File: src/rtl/prht_pkg.sv
// Shared types, codes and constants for the pair rank hash table.
`default_nettype none

package prht_pkg;

   localparam int ID_FIELD_BITS = 16;
   localparam int RANK_BITS = 16;
   localparam int STATUS_BITS = 3;
   localparam int OP_BITS = 2;
   localparam int SIZE_BITS = 5;

   localparam int DEF_TABLE_SLOTS = 131072;
   localparam int DEF_ID_BITS = 16;

   localparam logic [SIZE_BITS-1:0] SIZE_RESET = 5'd17;
   localparam logic [SIZE_BITS-1:0] SIZE_MIN = 5'd4;

   localparam logic [63:0] MIX_MUL_A = 64'hbf58476d1ce4e5b9;
   localparam logic [63:0] MIX_MUL_B = 64'h94d049bb133111eb;
   localparam int MIX_SHIFT_A = 30;
   localparam int MIX_SHIFT_B = 27;
   localparam int MIX_SHIFT_C = 31;

   typedef enum logic [OP_BITS-1:0] {
      OP_LOOKUP = 2'd0,
      OP_INSERT = 2'd1,
      OP_CLEAR  = 2'd2
   } prht_op_type;

   typedef enum logic [STATUS_BITS-1:0] {
      STAT_HIT      = 3'd0,
      STAT_MISS     = 3'd1,
      STAT_INSERTED = 3'd2,
      STAT_DUP      = 3'd3,
      STAT_FULL     = 3'd4,
      STAT_CLEARED  = 3'd5
   } prht_status_type;

   typedef enum logic [2:0] {
      MUL_NONE,
      MUL_LL,
      MUL_LH,
      MUL_HL,
      MUL_END
   } prht_mul_type;

   typedef enum logic [3:0] {
      ST_WIPE_INIT,
      ST_IDLE,
      ST_MUL_LL,
      ST_MUL_LH,
      ST_MUL_HL,
      ST_MUL_END,
      ST_READ,
      ST_CHECK,
      ST_WIPE,
      ST_UNUSED_OP
   } prht_state_type;

   typedef struct packed {
      logic            load_req;
      prht_mul_type    mul_step;
      logic            mul_pass;
      logic            mem_read;
      logic            probe_advance;
      logic            entry_write;
      logic            wipe_write;
      logic            rsp_load;
      prht_status_type rsp_status;
   } prht_cmd_type;

   typedef struct packed {
      logic [OP_BITS-1:0] op;
      logic               rd_valid;
      logic               rd_match;
      logic               probe_last;
      logic               wipe_last;
   } prht_stat_type;

endpackage

`default_nettype wire

File: src/rtl/prht_ctrl.sv
// Controller state machine: sequences hashing, probing, clearing and the response register.
`default_nettype none

module prht_ctrl (
   input  wire logic                     clock,
   input  wire logic                     reset,
   input  wire logic                     req_tvalid,
   output logic                          req_tready,
   input  wire logic [prht_pkg::OP_BITS-1:0] req_op,
   output logic                          rsp_tvalid,
   input  wire logic                     rsp_tready,
   output prht_pkg::prht_cmd_type        cmd,
   input  wire prht_pkg::prht_stat_type  stat
);
   import prht_pkg::*;

   prht_state_type state_ff, state_in;
   logic           pass_ff, pass_in;
   logic           rsp_valid_ff, rsp_valid_in;
   logic           rsp_free;

   assign rsp_free = !rsp_valid_ff || rsp_tready;

   always_ff @(posedge clock) begin
      if (reset) begin
         state_ff     <= ST_WIPE_INIT;
         pass_ff      <= 1'b0;
         rsp_valid_ff <= 1'b0;
      end else begin
         state_ff     <= state_in;
         pass_ff      <= pass_in;
         rsp_valid_ff <= rsp_valid_in;
      end
   end

   // next state
   always_comb begin
      state_in = state_ff;
      pass_in  = pass_ff;
      case (state_ff)
         ST_WIPE_INIT: begin
            if (stat.wipe_last) begin
               state_in = ST_IDLE;
            end
         end
         ST_IDLE: begin
            if (req_tvalid) begin
               case (req_op)
                  OP_LOOKUP, OP_INSERT: begin
                     state_in = ST_MUL_LL;
                     pass_in  = 1'b0;
                  end
                  OP_CLEAR: state_in = ST_WIPE;
                  default:  state_in = ST_UNUSED_OP;
               endcase
            end
         end
         ST_MUL_LL: state_in = ST_MUL_LH;
         ST_MUL_LH: state_in = ST_MUL_HL;
         ST_MUL_HL: state_in = ST_MUL_END;
         ST_MUL_END: begin
            if (pass_ff) begin
               state_in = ST_READ;
            end else begin
               state_in = ST_MUL_LL;
               pass_in  = 1'b1;
            end
         end
         ST_READ: state_in = ST_CHECK;
         ST_CHECK: begin
            if (stat.rd_valid && !stat.rd_match && !stat.probe_last) begin
               state_in = ST_READ;
            end else if (rsp_free) begin
               state_in = ST_IDLE;
            end
         end
         ST_WIPE: begin
            if (stat.wipe_last && rsp_free) begin
               state_in = ST_IDLE;
            end
         end
         ST_UNUSED_OP: begin
            if (rsp_free) begin
               state_in = ST_IDLE;
            end
         end
         default: state_in = ST_IDLE;
      endcase
   end

   // outputs
   always_comb begin
      cmd            = '0;
      cmd.mul_step   = MUL_NONE;
      cmd.mul_pass   = pass_ff;
      cmd.rsp_status = STAT_MISS;
      req_tready     = 1'b0;
      case (state_ff)
         ST_WIPE_INIT: cmd.wipe_write = 1'b1;
         ST_IDLE: begin
            req_tready   = 1'b1;
            cmd.load_req = req_tvalid;
         end
         ST_MUL_LL:  cmd.mul_step = MUL_LL;
         ST_MUL_LH:  cmd.mul_step = MUL_LH;
         ST_MUL_HL:  cmd.mul_step = MUL_HL;
         ST_MUL_END: cmd.mul_step = MUL_END;
         ST_READ:    cmd.mem_read = 1'b1;
         ST_CHECK: begin
            if (stat.rd_valid && !stat.rd_match && !stat.probe_last) begin
               cmd.probe_advance = 1'b1;
            end else if (rsp_free) begin
               cmd.rsp_load = 1'b1;
               if (!stat.rd_valid) begin
                  if (stat.op == OP_INSERT) begin
                     cmd.rsp_status  = STAT_INSERTED;
                     cmd.entry_write = 1'b1;
                  end else begin
                     cmd.rsp_status = STAT_MISS;
                  end
               end else if (stat.rd_match) begin
                  cmd.rsp_status = (stat.op == OP_INSERT) ? STAT_DUP : STAT_HIT;
               end else begin
                  cmd.rsp_status = (stat.op == OP_INSERT) ? STAT_FULL : STAT_MISS;
               end
            end
         end
         ST_WIPE: begin
            if (!stat.wipe_last) begin
               cmd.wipe_write = 1'b1;
            end else if (rsp_free) begin
               cmd.wipe_write = 1'b1;
               cmd.rsp_load   = 1'b1;
               cmd.rsp_status = STAT_CLEARED;
            end
         end
         ST_UNUSED_OP: begin
            if (rsp_free) begin
               cmd.rsp_load   = 1'b1;
               cmd.rsp_status = STAT_MISS;
            end
         end
         default: cmd = '0;
      endcase
   end

   always_comb begin
      if (cmd.rsp_load) begin
         rsp_valid_in = 1'b1;
      end else if (rsp_tready) begin
         rsp_valid_in = 1'b0;
      end else begin
         rsp_valid_in = rsp_valid_ff;
      end
   end

   assign rsp_tvalid = rsp_valid_ff;

endmodule

`default_nettype wire

File: config.mk
export PLATFORM = sky130hd
export DESIGN_NAME = prht_ctrl
export DESIGN_NICKNAME = d
export VERILOG_FILES = /design/src/rtl/prht_pkg.sv /design/src/rtl/prht_ctrl.sv
export SDC_FILE = /design/constraint.sdc
export NUM_CORES = 1
export LEC_CHECK = 0
export ABC_AREA = 1
export BUFFER_PORTS_ARGS = -buffer_cell sky130_fd_sc_hd__buf_2
export CAP_MARGIN = 5
export CORE_MARGIN = 1
export CORE_UTILIZATION = 45
export DETAILED_ROUTE_END_ITERATION = 10
export MAX_ROUTING_LAYER = met4
export PLACE_DENSITY = 0.76
export SLEW_MARGIN = 20
export SYNTH_ARGS = -nofsm -noshare
export SYNTH_HDL_FRONTEND = slang
export SYNTH_SLANG_ARGS = --single-unit
File: constraint.sdc
create_clock -name clock -period 2.9 [get_ports clock]
set_input_delay 0.435 -clock clock [delete_from_list [all_inputs] [get_ports clock]]
set_output_delay 0.435 -clock clock [all_outputs]
set_load 0.005 [all_outputs]
# --- Word-level counts from Yosys, hierarchy flattened ---
# Index checks and enable logic that the tools add are counted.
# W data, S select, Z words.
totals:
  register_bits: 6
  output_inout_bits: 15
  elab_cells: 72
  in_bits: 12
op_classes:
  eq_ne: 16
  mux: 37
  n_reduce_logical: 16
op_table:
  columns: ["cell", "count"]
  rows:
  - ["$pmux W4 S10", 1]
  - ["$mux W4", 9]
  - ["$eq A4 B3 Y1 const B", 4]
  - ["$pmux W4 S4", 1]
  - ["$mux W1", 14]
  - ["$mux W3", 4]
  - ["$pmux W3 S4", 1]
  - ["$reduce_or A10 Y1", 1]
  - ["$eq A4 B2 Y1 const B", 2]
  - ["$eq A4 B4 Y1 const B", 2]
  - ["$pmux W4 S2", 1]
  - ["$reduce_or A7 Y1", 1]
  - ["$mux W2", 3]
  - ["$ne A2 B2 Y1 const B", 3]
  - ["$reduce_and A3 Y1", 2]
  - ["$mux W5", 1]
  - ["$eq A2 B1 Y1 const B", 2]
  - ["$eq A4 B1 Y1 const B", 1]
  - ["$logic_not A4 Y1", 1]
  - ["$pmux W1 S2", 2]
  - ["$reduce_bool A2 Y1", 2]
  - ["$logic_and A1 B1 Y1", 3]
  - ["$logic_not A1 Y1", 3]
  - ["$eq A2 B2 Y1 const B", 1]
  - ["4 further kinds", 4]

# --- Depth between registers and ports, before layout ---
logic_depth:
  depth_word: 8
  depth_mapped: 9
  ltp_nobuf: 9

# --- Least setup slack after synthesis ---
# OpenSTA, ideal clock, no wires.
synth_path:
  path_type: "input -> output"
  from: "in stat[4] (netlist bit)"
  to: "out cmd[0] (netlist bit)"
  slack_ns: 1.143
  cell_stages: 7
  t_arrival_ns: 1.322
  n_path_buf: 0
  t_required_ns: 2.465
  cell_sequence: "inv_1 nor2_1 ha_1 a21oi_1 nand3_1 nor3b_1 nor2_1"
synth_rtl:
  columns: ["element", "line_no", "text"]
  rows:
  - ["start: declaration", "prht_ctrl.sv:13", "input wire prht_pkg::prht_stat_type stat"]
  - ["end: declaration", "prht_ctrl.sv:12", "output prht_pkg::prht_cmd_type cmd,"]

==> out/metrics.csv <==
stage;metric;value;unit
outcome;outcome;finished clean;
worst_setup_path;Crit Path Max Fanout;3;
worst_setup_path;Worst setup EP type;output port;
routing;Starting DRT DRC Count;47;
timing;min Tclk post-route;2.04;ns
timing;Fmax;490;MHz
cells_and_area;area grow syn2layout;23.5;%
timing;final-report hold violation count;0;
placed_design;placed cell count;154;
synth;cell area after synthesis;667;um^2
routing;vias per cell;5.10;
worst_setup_path;crit start category;input port;
synth;Yosys top cell by area;dfxtp_1;
timing;measured slew at the worst slew-check pin;0.317;ns
min_path;Hold Crit Class;input port to flip-flop;
timing;period utilization;70.4;%
synth;EDFF count, synth;0;
clock_network;# Post-CTS Setup Buffers;0;
clock_network;Root Driver;clkbuf_4;
synth;Post-Synth Simple-Gate Area;53.3;%
synth;post-synth cell types;23;
clock_network;htree depth;1;
clock_network;TritonCTS sink count;6;
synth;Seq/Total Area, Yosys;18.0;%
power;Comb pwr share;29.8;%
floorplanning;io pins;27;
clock_network;CTS Hold Bufs;0;
synth;Post-synth top cells;23 x nand2_1, 18 x inv_1, 18 x nor2_1;
min_path;Worst Hold Launch;reset;
routing;mean routed wirelength per cell;9.97;um
worst_setup_path;CP max-delay cell;ha_1;
placed_design;Final Wtd Congestion;0.898;
synth;syn avg cell area;5.80;um^2
worst_setup_path;critical path class;input port to output port;
timing;fin. max-slew vios;0;
floorplanning;die height;40.5;um
routing;Initial DRT Pass Iterations;5;
cells_and_area;final cell count without fillers;157;
clock_network;clk buf depth;2;
power;Clk pwr share;30.4;%
worst_setup_path;reg2reg path depth;9;
timing;Slew headroom;78.8;%
global_routing;GRT Overall Usage;20.9;%
worst_setup_path;r2r setup slk;1.63;ns
synth;Primary FF master, synth;dfxtp_1;
worst_setup_path;CP max stage delay;0.27;ns
clock_network;TritonCTS clock tree;done;
clock_network;Skew-Pair Late Insertion Delay;0.23;ns
synth;Yosys Warn Count;0;
power;Leakage;0.502;nW
timing;setup ws final;0.859;ns
synth;post-synthesis mux area share;0;%
worst_setup_path;Worst R2R End;rsp_tvalid$_SDFFE_PP0P_;
synth;post-synthesis compound-gate area fraction;9.76;%
job;Max Cap Viol;0;
worst_setup_path;crit path DAT;1.61;ns
min_path;Hold Path Cell Cnt;2;
synth;largest family of logic cells by synthesized area;simple AND/OR/NAND/NOR gates;
placed_design;number of port buffers;26;
clock_network;cts bufs inserted;3;
floorplanning;Row Count;13;
synth;Synth Register Bits;6;
synth;count leader, synth;nand2_1;
floorplanning;die area;0.00164;mm^2
global_routing;grt ovf;0;
power;Cell Int Power;0.000161;W
min_path;Worst Hold End;pass_ff$_SDFFE_PP0P_;
synth;Synthesized Nets;129;
power;Psw;0.0000729;W
routing;vias;800;
power;Power Density;284;mW/mm^2
timing;Setup TNS Final;0;ns
timing;unrepaired setup endpoints after global routing;no;
power;sw frac;31.2;%
synth;adder-cell share of the synthesized area;3.75;%
cells_and_area;share of layout cells above drive strength 1;31.7;%
global_routing;vias in the first global route;603;
floorplanning;Chip Width;40.5;um
power;Worst VDD drop;243;uV
timing;Finish-stage setup viols;0;
worst_setup_path;CP cell instances;buf_2 -> inv_1 -> nor2_1 -> ha_1 -> a21oi_1 -> nand3_1 -> nor3b_1 -> nor2_1 -> buf_2;
placed_design;Detailed Place HPWL;1340;um
routing;drt total wl;1570;um
clock_network;post-cts resize count;0;
synth;Synth Instances;115;
worst_setup_path;Crit path required time;2.47;ns
floorplanning;Initial Utilization;50.0;%
cells_and_area;Final nets;158;
global_routing;first-pass GRT wire length;2270;um
global_routing;initial antenna violation count;0;
routing;drt drc;0;
floorplanning;Core Footprint;0.00133;mm^2
placed_design;dpl ws;0.869;ns
synth;top-area cell type share of the netlist area;18.0;%
synth;xor/xnor cell area share of the yosys netlist;0;%
global_routing;largest net degree at the start of global routing;9;
power;sequential power share;39.8;%
timing;skew final;0.000853;ns
clock_network;Worst-path clk slew;0.04;ns
cells_and_area;antenna cells;0;
synth;Synth area leaders;dfxtp_1 18%, nand2_1 13%, inv_1 10%, nor2_1 10%, nand3_1 9.8%;
routing;post-route ant nets;0;
worst_setup_path;R2R Path Start;state_ff[3]$_SDFFE_PP0P_;
synth;Synth async-reset ratio;0;%
power by group through the flow:
stage | Combinational [W] | Sequential (W) | Clock [W]
after detailed placement | 0.0000690 | 0.0000939 | 0
after floorplan | 0.0000449 | 0.0000927 | 0
after CTS | 0.0000694 | 0.0000924 | 0.0000760
after global placement | 0.0000687 | 0.0000940 | 0
final | 0.0000695 | 0.0000929 | 0.0000710
after global routing | 0.0000790 | 0.0000931 | 0.0000798
cell families after synthesis:
| family | count (synthesis) |
|---|---|
| DFF | 6 |
| buffers and inverters | 25 |
| and+or+nand+nor | 71 |
| adders and majority gates | 2 |
| AOI/OAI and AO/OA | 11 |
cells in the final DEF (no fill, tap or decap), types with 2 or more instances in the layout:
cell type,count
nand2_1,23
nand3_1,13
nor3_1,2
nor2_1,18
o21ai_0,4
ha_1,2
clkbuf_4,3
nand3b_1,3
a21oi_1,3
inv_2,5
nand2_2,3
nor3_2,2
buf_2,26
dfxtp_1,6
inv_1,18
nor2_2,3
how the worst max path moves through the flow:
stage | start | to | slack (ns) | depth (start not counted)
after floorplan | stat[4] | cmd[0] | 1.14 | 7
after global placement | stat[5] | cmd[0] | 0.91 | 8
after detailed placement | stat[4] | cmd[0] | 0.87 | 9
after CTS | stat[4] | cmd[0] | 0.86 | 9
after global routing | state_ff[1]$_SDFFE_PP0P_ | cmd[5] | 0.76 | 7
final | stat[4] | cmd[0] | 0.86 | 9
per-layer routing:
layer / routed length (um) / part of all wire [%] / up-vias / track usage (%)
li1: - / - / 423 / -
met1: 709 / 45 / 352 / 24.6
met2: 769 / 49 / 25 / 36.5
met3: 85 / 5.4 / 0 / 1.67
met4: 0 / 0 / 0 / 7.50
met5: 0 / 0 / - / -
stage by stage:
stage	util [%]	hold WS (ns)	area [um^2]	total power (W)
floorplan	-	0.456	667	0.000138
global placement	60.0	0.504	801	0.000163
detailed placement	60.0	0.499	801	0.000163
CTS	61.7	0.403	823	0.000238
global route	61.7	0.416	823	0.000252
finish	61.7	0.409	823	0.000233
final cells by class:
type / count / area, um^2
Tap cell: 15 / 18.8
Multi-Input combinational cell: 84 / 445
Fill cell: 137 / 510
Sequential cell: 6 / 120
Inverter: 23 / 86.3
Clock buffer: 3 / 22.5
Timing Repair Buffer: 26 / 130
state kept, by name (all words and copies together) (netlist names):
| name | count |
|---|---|
| pass_ff | 1 |
| rsp_tvalid | 1 |
| state_ff | 4 |
worst max-delay path: cells and delay by family:
family	cells	cell delay, ns
buffers and inverters	3	0.25
and+or+nand+nor	4	0.51
AOI/OAI and AO/OA	1	0.14
adders and majority gates	1	0.27
Note: power is estimated with default switching activity, not from simulation.
